[config.mk]
export PLATFORM = sky130hd
export DESIGN_NAME = spectral_peak_nearest_note_top
export DESIGN_NICKNAME = d
export VERILOG_FILES = /design/src/rtl/spnn_pkg.sv /design/src/rtl/spnn_track.sv /design/src/rtl/spnn_search.sv /design/src/rtl/spectral_peak_nearest_note_top.sv
export VERILOG_INCLUDE_DIRS = /design/src /design/src/rtl
export SDC_FILE = /design/constraint.sdc
export NUM_CORES = 1
export LEC_CHECK = 0
export ABC_CLOCK_PERIOD_IN_PS = 6550
export BUFFER_PORTS_ARGS = -buffer_cell sky130_fd_sc_hd__buf_2
export CAP_MARGIN = 40
export CORE_ASPECT_RATIO = 1.4
export CORE_MARGIN = 2
export CORE_UTILIZATION = 31
export DETAILED_ROUTE_END_ITERATION = 10
export PLACE_DENSITY = 0.49
export SKIP_CTS_REPAIR_TIMING = 1
export SYNTH_ARGS = -nofsm -noshare
export SYNTH_HDL_FRONTEND = slang
export SYNTH_SLANG_ARGS = --single-unit
[constraint.sdc]
create_clock -name clk -period 6.55 [get_ports clk]
set_clock_uncertainty 0.1 [all_clocks]
set_input_delay 0.9825 -clock clk [delete_from_list [all_inputs] [get_ports clk]]
set_output_delay 0.9825 -clock clk [all_outputs]
set_load 0.03 [all_outputs]
[src/rtl/assert_macros.svh]
// Assertion helpers; the enclosing module provides clk and arst_n.
`ifndef ASSERT_MACROS_SVH
`define ASSERT_MACROS_SVH

// Immediate-cycle implication or plain expression.
`define SPNN_ASSERT(lbl, prop, msg) \
	lbl: assert property (@(posedge clk) disable iff (!arst_n) prop) \
		else $error(msg);

// Antecedent in one cycle, consequent in the next.
`define SPNN_ASSERT_NEXT(lbl, ante, cons, msg) \
	lbl: assert property (@(posedge clk) disable iff (!arst_n) (ante) |=> (cons)) \
		else $error(msg);

`endif

[src/rtl/spnn_pkg.sv]
package spnn_pkg;

	localparam int NOTE_REGS      = 8;
	localparam int NOTE_W         = 20;
	localparam int NOTE_IW        = 3;
	localparam int CFG_IW         = 4;
	localparam int BIN_W          = 24;
	localparam int IDX_W          = 9;
	localparam int FREQ_W         = 20;
	localparam int OFS_W          = 21;
	localparam int BINS_DEF       = 512;
	localparam int NOTE_COUNT_DEF = 8;

	// index * 44100 * 16 / 512 == index * 11025 / 8
	localparam int FREQ_MUL_W = 14;
	localparam logic [FREQ_MUL_W-1:0] FREQ_MUL = 14'd11025;
	localparam int FREQ_SHIFT = 3;
	localparam int PROD_W     = IDX_W + FREQ_MUL_W;

	typedef logic [NOTE_REGS-1:0][NOTE_W-1:0] note_tab_t;

	localparam note_tab_t NOTE_RESET = {
		20'd8372, 20'd7902, 20'd7040, 20'd6272,
		20'd5588, 20'd5274, 20'd4699, 20'd4186
	};

	typedef struct packed {
		logic             done;
		logic [IDX_W-1:0] index;
	} frame_t;

endpackage

[src/rtl/spnn_track.sv]
`include "assert_macros.svh"

module spnn_track #(
	parameter int BINS = spnn_pkg::BINS_DEF
) (
	input  logic                              clk,
	input  logic                              arst_n,
	input  logic                              accept,
	input  logic signed [spnn_pkg::BIN_W-1:0] bin_real,
	input  logic                              last_bin,
	output spnn_pkg::frame_t                  frm
);
	import spnn_pkg::*;

	localparam int CAP_I = (BINS - 1 > (1 << IDX_W) - 1) ? (1 << IDX_W) - 1 : BINS - 1;
	localparam logic [IDX_W-1:0] CAP = IDX_W'(CAP_I);

	logic [IDX_W-1:0]        bin_count_q;
	logic signed [BIN_W-1:0] best_value_q;
	logic [IDX_W-1:0]        best_index_q;
	logic                    gt;
	logic [IDX_W-1:0]        idx_n;

	assign gt    = bin_real > best_value_q;
	assign idx_n = gt ? bin_count_q : best_index_q;

	assign frm.done  = accept & last_bin;
	assign frm.index = idx_n;

	always_ff @(posedge clk or negedge arst_n) begin
		if (!arst_n) begin
			bin_count_q  <= '0;
			best_value_q <= '0;
			best_index_q <= '0;
		end else if (accept) begin
			if (last_bin) begin
				bin_count_q  <= '0;
				best_value_q <= '0;
				best_index_q <= '0;
			end else begin
				if (gt) begin
					best_value_q <= bin_real;
				end
				best_index_q <= idx_n;
				if (bin_count_q < CAP) begin
					bin_count_q <= bin_count_q + 1'b1;
				end
			end
		end
	end

	`SPNN_ASSERT(a_cnt_cap, bin_count_q <= CAP, "bin counter beyond cap")
	`SPNN_ASSERT_NEXT(a_frame_clr, frm.done, bin_count_q == '0 && best_value_q == '0, "frame not cleared")

endmodule

[src/rtl/spnn_search.sv]
`include "assert_macros.svh"

module spnn_search #(
	parameter int NOTE_COUNT = spnn_pkg::NOTE_COUNT_DEF
) (
	input  logic                              clk,
	input  logic                              arst_n,
	input  spnn_pkg::frame_t                  frm,
	input  spnn_pkg::note_tab_t               notes,
	output logic                              idle,
	output logic                              out_valid,
	input  logic                              out_ready,
	output logic [spnn_pkg::IDX_W-1:0]        peak_index,
	output logic [spnn_pkg::FREQ_W-1:0]       peak_freq,
	output logic [spnn_pkg::NOTE_W-1:0]       nearest_note,
	output logic signed [spnn_pkg::OFS_W-1:0] note_offset
);
	import spnn_pkg::*;

	localparam logic [NOTE_IW-1:0] LAST = NOTE_IW'(NOTE_COUNT - 1);
	localparam logic [NOTE_IW:0]   NCNT = (NOTE_IW + 1)'(NOTE_COUNT);

	localparam logic [3:0] S_IDLE = 4'd0;
	localparam logic [3:0] S_MUL  = 4'd1;
	localparam logic [3:0] S_LOW  = 4'd2;
	localparam logic [3:0] S_HIGH = 4'd3;
	localparam logic [3:0] S_MID  = 4'd4;
	localparam logic [3:0] S_CMP  = 4'd5;
	localparam logic [3:0] S_NBL  = 4'd6;
	localparam logic [3:0] S_NBH  = 4'd7;
	localparam logic [3:0] S_PICK = 4'd8;
	localparam logic [3:0] S_FIN  = 4'd9;
	localparam logic [3:0] S_DONE = 4'd10;

	logic [3:0]          state_q;
	logic [IDX_W-1:0]    idx_q;
	logic [FREQ_W-1:0]   t_q;
	logic [NOTE_W-1:0]   rd_q;
	logic [NOTE_W-1:0]   plo_q;
	logic [NOTE_W-1:0]   phi_q;
	logic [NOTE_W-1:0]   note_q;
	logic [NOTE_IW:0]    lo_q;
	logic [NOTE_IW:0]    hi_q;
	logic [NOTE_IW-1:0]  mid_q;
	logic                out_valid_q;
	logic [IDX_W-1:0]    o_idx_q;
	logic [FREQ_W-1:0]   o_freq_q;
	logic [NOTE_W-1:0]   o_note_q;

	logic [PROD_W-1:0]   prod;
	logic [NOTE_IW+1:0]  mid_sum;
	logic [NOTE_IW-1:0]  mid_n;
	logic [NOTE_IW-1:0]  rd_addr;
	logic [NOTE_W:0]     d_lo;
	logic [NOTE_W:0]     d_hi;
	logic                out_load;

	assign prod    = PROD_W'(idx_q) * PROD_W'(FREQ_MUL);
	assign mid_sum = {1'b0, lo_q} + {1'b0, hi_q};
	assign mid_n   = mid_sum[NOTE_IW:1];
	assign d_lo    = {1'b0, t_q} - {1'b0, plo_q};
	assign d_hi    = {1'b0, phi_q} - {1'b0, t_q};

	// single read port on the note table; data lands in rd_q for the next state
	always_comb begin
		case (state_q)
			S_LOW:   rd_addr = LAST;
			S_MID:   rd_addr = (lo_q >= hi_q) ? mid_q : mid_n;
			S_CMP:   rd_addr = (t_q < rd_q) ? mid_q - 1'b1 : mid_q + 1'b1;
			default: rd_addr = '0;
		endcase
	end

	assign out_load = (state_q == S_DONE) && (!out_valid_q || out_ready);

	always_ff @(posedge clk) begin
		rd_q <= notes[rd_addr];
		if (state_q == S_IDLE && frm.done) begin
			idx_q <= frm.index;
		end
		if (state_q == S_MUL) begin
			t_q <= prod[PROD_W-1:FREQ_SHIFT];
		end
		if (out_load) begin
			o_idx_q  <= idx_q;
			o_freq_q <= t_q;
			o_note_q <= note_q;
		end
	end

	always_ff @(posedge clk or negedge arst_n) begin
		if (!arst_n) begin
			state_q     <= S_IDLE;
			lo_q        <= '0;
			hi_q        <= '0;
			mid_q       <= '0;
			plo_q       <= '0;
			phi_q       <= '0;
			note_q      <= '0;
			out_valid_q <= 1'b0;
		end else begin
			if (out_load) begin
				out_valid_q <= 1'b1;
			end else if (out_ready) begin
				out_valid_q <= 1'b0;
			end
			case (state_q)
				S_IDLE: begin
					if (frm.done) begin
						state_q <= S_MUL;
					end
				end
				S_MUL: begin
					state_q <= S_LOW;
				end
				S_LOW: begin
					if (t_q <= rd_q) begin
						note_q  <= rd_q;
						state_q <= S_DONE;
					end else begin
						state_q <= S_HIGH;
					end
				end
				S_HIGH: begin
					if (t_q >= rd_q) begin
						note_q  <= rd_q;
						state_q <= S_DONE;
					end else begin
						lo_q    <= '0;
						hi_q    <= NCNT;
						mid_q   <= '0;
						state_q <= S_MID;
					end
				end
				S_MID: begin
					if (lo_q >= hi_q) begin
						state_q <= S_FIN;
					end else begin
						mid_q   <= mid_n;
						state_q <= S_CMP;
					end
				end
				S_CMP: begin
					if (rd_q == t_q) begin
						note_q  <= t_q;
						state_q <= S_DONE;
					end else if (t_q < rd_q) begin
						phi_q <= rd_q;
						if (mid_q != '0) begin
							state_q <= S_NBL;
						end else begin
							hi_q    <= {1'b0, mid_q};
							state_q <= S_MID;
						end
					end else begin
						plo_q <= rd_q;
						if (mid_q < LAST) begin
							state_q <= S_NBH;
						end else begin
							lo_q    <= {1'b0, mid_q} + 1'b1;
							state_q <= S_MID;
						end
					end
				end
				S_NBL: begin
					if (t_q > rd_q) begin
						plo_q   <= rd_q;
						state_q <= S_PICK;
					end else begin
						hi_q    <= {1'b0, mid_q};
						state_q <= S_MID;
					end
				end
				S_NBH: begin
					if (t_q < rd_q) begin
						phi_q   <= rd_q;
						state_q <= S_PICK;
					end else begin
						lo_q    <= {1'b0, mid_q} + 1'b1;
						state_q <= S_MID;
					end
				end
				S_PICK: begin
					// tie goes to the upper note
					note_q  <= (d_lo >= d_hi) ? phi_q : plo_q;
					state_q <= S_DONE;
				end
				S_FIN: begin
					note_q  <= rd_q;
					state_q <= S_DONE;
				end
				S_DONE: begin
					if (out_load) begin
						state_q <= S_IDLE;
					end
				end
				default: begin
					state_q <= S_IDLE;
				end
			endcase
		end
	end

	assign idle         = (state_q == S_IDLE);
	assign out_valid    = out_valid_q;
	assign peak_index   = o_idx_q;
	assign peak_freq    = o_freq_q;
	assign nearest_note = o_note_q;
	assign note_offset  = $signed({1'b0, o_note_q} - {1'b0, o_freq_q});

	`SPNN_ASSERT(a_busy_no_start, (state_q != S_IDLE) |-> !frm.done, "frame end taken while busy")
	`SPNN_ASSERT_NEXT(a_pick_done, state_q == S_PICK, state_q == S_DONE, "pick did not finish")
	`SPNN_ASSERT(a_rose_done, $rose(out_valid_q) |-> $past(state_q) == S_DONE, "result from wrong state")
	`SPNN_ASSERT(a_bounds, (state_q == S_MID) |-> (hi_q <= NCNT && lo_q <= NCNT), "search bounds out of range")

endmodule

[src/rtl/spectral_peak_nearest_note_top.sv]
// Spectral peak picker with nearest-note lookup.
// Input channel (in_valid/in_ready): one spectrum bin per transaction, bin_real
// signed, last_bin high on the final bin of a frame. Bins that are not last
// are taken at one per cycle; the block tracks the first largest bin above zero.
// On the last bin the peak index becomes a Q4 frequency (index*11025/8) and a
// binary search over NOTE_COUNT configured notes picks the closest one.
// Output channel (out_valid/out_ready): one transaction per frame with
// peak_index, peak_freq, nearest_note and note_offset (note minus peak).
// After the last bin the search forms the frequency, then checks the first
// note and then the last used note, ending there when the peak is at or below
// the first or at or above the last; otherwise binary search steps follow, each
// on the single note-table read port. in_ready is low from the last bin until
// the result is in the output register, so a frame costs its bins plus the
// search time.
// A stalled receiver holds the result in the output register; the next
// frame's bins still stream in, but after its last bin the search holds in
// its final state, with in_ready low, until the previous result is taken.
// Reset clears the frame state and output valid and loads the default notes.
// cfg_we writes note register cfg_addr (0..7); other indices are ignored.
module spectral_peak_nearest_note_top #(
	parameter int BINS       = spnn_pkg::BINS_DEF,
	parameter int NOTE_COUNT = spnn_pkg::NOTE_COUNT_DEF
) (
	input  logic                               clk,
	input  logic                               arst_n,
	input  logic                               cfg_we,
	input  logic [spnn_pkg::CFG_IW-1:0]        cfg_addr,
	input  logic [spnn_pkg::NOTE_W-1:0]        cfg_wdata,
	input  logic                               in_valid,
	output logic                               in_ready,
	input  logic signed [spnn_pkg::BIN_W-1:0]  bin_real,
	input  logic                               last_bin,
	output logic                               out_valid,
	input  logic                               out_ready,
	output logic [spnn_pkg::IDX_W-1:0]         peak_index,
	output logic [spnn_pkg::FREQ_W-1:0]        peak_freq,
	output logic [spnn_pkg::NOTE_W-1:0]        nearest_note,
	output logic signed [spnn_pkg::OFS_W-1:0]  note_offset
);
	import spnn_pkg::*;

	note_tab_t notes_q;
	frame_t    frm;
	logic      accept;
	logic      idle;

	always_ff @(posedge clk or negedge arst_n) begin
		if (!arst_n) begin
			notes_q <= NOTE_RESET;
		end else if (cfg_we && cfg_addr < CFG_IW'(NOTE_REGS)) begin
			notes_q[cfg_addr[NOTE_IW-1:0]] <= cfg_wdata;
		end
	end

	assign in_ready = idle;
	assign accept   = in_valid & in_ready;

	spnn_track #(
		.BINS(BINS)
	) u_track (
		.clk      (clk),
		.arst_n   (arst_n),
		.accept   (accept),
		.bin_real (bin_real),
		.last_bin (last_bin),
		.frm      (frm)
	);

	spnn_search #(
		.NOTE_COUNT(NOTE_COUNT)
	) u_search (
		.clk          (clk),
		.arst_n       (arst_n),
		.frm          (frm),
		.notes        (notes_q),
		.idle         (idle),
		.out_valid    (out_valid),
		.out_ready    (out_ready),
		.peak_index   (peak_index),
		.peak_freq    (peak_freq),
		.nearest_note (nearest_note),
		.note_offset  (note_offset)
	);

endmodule
==> metrics.cfg <==
[detailed_routing]
antenna_left = 0
avgViaCountPerCell = 5.000
drt_iter0_drc = 858
drt_wl_total_um = 58540
drc = 0
drtPass1Iterations = 5
vias = 15349
routedWlPerCell_um = 19.07

[sta]
rsz0062_at_grt = false
worst_slack_ns = 1.463
fmax_mhz = 196.6
period_minus_slack_ns = 5.087
slew_headroom = 0.3968
finalSetupViolCount = 0
finalMaxSlewViolations = 0
tightest_slew_ns = 0.9047
holdWs_ns = 0.2451
hold_viol = 0
post-route-period-util = 0.7766
fin_setup_tns_ns = 0

[cts]
cts_tree = yes
clk_pin_slew_ns = 0.06
clock_path_buffers = 3
numCtsBuffers = 42
cts.sinks = 376
htree_levels = 2
cts_root_buf = clkbuf_16
clock_latency_ns = 0.58

[hold_path]
hold_class = input pin to asynchronous set/reset pin

[floorplanning]
fp.dieArea_um2 = 72640
fp.dieW_um = 228.4
core.rowCount = 115
die_y_um = 318.1
core_um2 = 70070
io_pins = 126
initial_core_util = 0.3117

[finish]
mostFrequentLayoutCells = mux2_2, dfrtp_1, ha_1
area_growth_pct = 15.24
drive_gt1_frac = 0.2432
register_area_um2 = 9759
nFillCells = 6981
nNetsFinal = 2365
diodes = 0
multi_input_area_um2 = 11240

[worst_setup_path]
cpPeakStageDelay_ns = 0.70
crit_slowest_cell = a2111oi_0
crit_arrival_ns = 4.00
crit_fanout = 3
endpoint_kind = primary output
start_kind = register
critPathRequiredTime_ns = 5.47
path_cells = inv_1 -> ha_1 -> nor2b_1 -> o31a_1 -> o41a_1 -> a41oi_1 -> a2111oi_0 -> a31oi_1 -> a221oi_1 -> xor2_1 -> buf_2
worstSetupPathType = register to primary output

[placed_design]
dp_hpwl_um = 41600
dp_slack_ns = 1.499
gp_congestion = 0.8293
portBuffers = 125

[global_routing]
grt-ovfl-total = 0
grt_pass1_wl_um = 92380
grt_usage = 0.1614
grt_antenna_before_repair = 4
grt_pass1_vias = 15892
grt_max_degree = 145

[synthesis]
synth_warnings = 0
synth_edf_count = 78
synthArstFlopShare = 0.7394
synth_compound_area_frac = 0.1233
syn_area_um2 = 21840
netlist_instances = 1973
synth_top_family_by_area = multiplexers
synthesis.nets = 2238
synth-xor-area-share = 0.02726
synth-adder-area-share = 0.1284
ys_ff_latch = 376
synth.distinct_cells = 69
seq_area_frac_synth = 0.4468
muxShareOfSynthArea = 0.1396
yosys.area_share.simple = 0.09245
syn_area_per_cell_um2 = 11.07
synth-main-ff-cell = dfrtp_1

[power_and_ir_drop]
leakagePower_nw = 11.34
p_per_area_nw_per_um2 = 468.3
vdd_drop_max_uv = 269.3

[flow_run]
maxCapViolCount = 0

[status]
outcome = finished clean

==> flip-flops by register name, summed over array words and instances, names as in the netlist <==
signal and count:
notes_q 160, u_track.best_value_q 24, u_search.nearest_note 20, u_search.note_q 20, u_search.peak_freq 20, u_search.phi_q 20
u_search.plo_q 20, u_search.rd_q 20, u_search.t_q 20, u_search.idx_q 9, u_search.peak_index 9, u_track.best_index_q 9
u_track.bin_count_q 9, u_search.hi_q 4, u_search.lo_q 4, u_search.state_q 4, u_search.mid_q 3, u_search.out_valid 1
==> worst paths after layout <==
path	start	end	slack (ns)	cells after the start
max in group asynchronous	arst_n	u_track.best_value_q[10]	4.81	2
max reg2reg	u_search.t_q[0]	u_search.note_q[16]	1.51	22
min reg2reg	u_search.note_q[4]	u_search.nearest_note[4]	0.34	0
min	arst_n	notes_q[61]	0.25	1
min in group clk	u_search.note_q[4]	u_search.nearest_note[4]	0.34	0
max	u_search.peak_freq[1]	note_offset[19]	1.46	11
==> synthesized netlist by cell type (10+ instances only) <==
master      n  share of area
mux2_2    230           0.12
inv_1     164          0.028
mux2i_1    46          0.021
a22o_1     31          0.012
o21ai_0    63          0.014
nor2_1     67          0.012
and2_1     50          0.014
xor2_1     27          0.011
nand2_1   138          0.024
a21o_1     42          0.014
o21a_1     19         0.0065
a31oi_1    46          0.013
edfxtp_1   78           0.11
buf_2      21         0.0048
a22oi_1    20         0.0069
a211oi_1   44          0.015
nand4_1    18         0.0052
fa_1       22          0.020
nand3_1    20         0.0046
ha_1      189           0.11
dfxtp_1    20          0.018
nand2b_1   22         0.0063
xnor2_1    41          0.016
nor3_1     26         0.0060
dfstp_2    48          0.058
o21bai_1   10         0.0034
dfrtp_1   230           0.26
clkbuf_1   46         0.0079
a21oi_1    70          0.016
nor2b_1    17         0.0049
==> report_power, final <==
group	internal (mW)	total, mW	leakage, nW	switching (mW)
clock	1.43	2.45	0.688	1.02
combinational	2.39	5.67	6.30	3.28
sequential	3.18	3.67	4.35	0.498
==> final cells by class <==
cell class | count | area share
Multi-Input combinational cell | 1359 | 0.4465
Sequential cell | 376 | 0.3877
Clock buffer | 61 | 0.04702
Timing Repair Buffer | 157 | 0.03926
Clock inverter | 17 | 0.008549
Tap cell | 936 | 0.04652
Inverter | 164 | 0.02445
==> worst max-delay path: cells and delay by family, from the launching register on <==
kind | cells | cell delay (ns)
flip-flops | 1 | 0.44
AO/OA/AOI/OAI | 6 | 2.09
XOR/XNOR | 1 | 0.18
AND/OR/NAND/NOR | 1 | 0.15
buffers and inverters | 2 | 0.29
adder cells (fa/ha/maj) | 1 | 0.27
==> metrics by stage <==
step	instance area, um^2	power (mW)	utilization	cells
3_5_place_dp	23780	9.443	0.3393	2992
2_1_floorplan	21840	7.714	-	1973
5_1_grt	25170	12.70	0.3593	3070
4_1_cts	25170	11.96	0.3593	3070
3_3_place_gp	23620	9.300	0.3371	2985
6_report	25170	11.79	0.3593	3070
==> metal layers <==
metal / wire length, um / global-route usage / vias to the layer above / part of all wire
met2: 29560 / 0.2873 / 246 / 0.51
li1: - / - / 7341 / -
met4: 1981 / 0.05853 / 6 / 0.034
met5: 42 / 0 / - / 0.00072
met3: 2035 / 0.02579 / 112 / 0.035
met1: 24910 / 0.1960 / 7644 / 0.43
==> logic make-up after synthesis <==
group                      Yosys count
xor gates and xnor gates            68
AOI/OAI and AO/OA                  396
DFF                                376
and+or+nand+nor                    408
adders and majority gates          211
buffers and inverters              238
muxes                              276
Power figures use the tool's default switching activity.
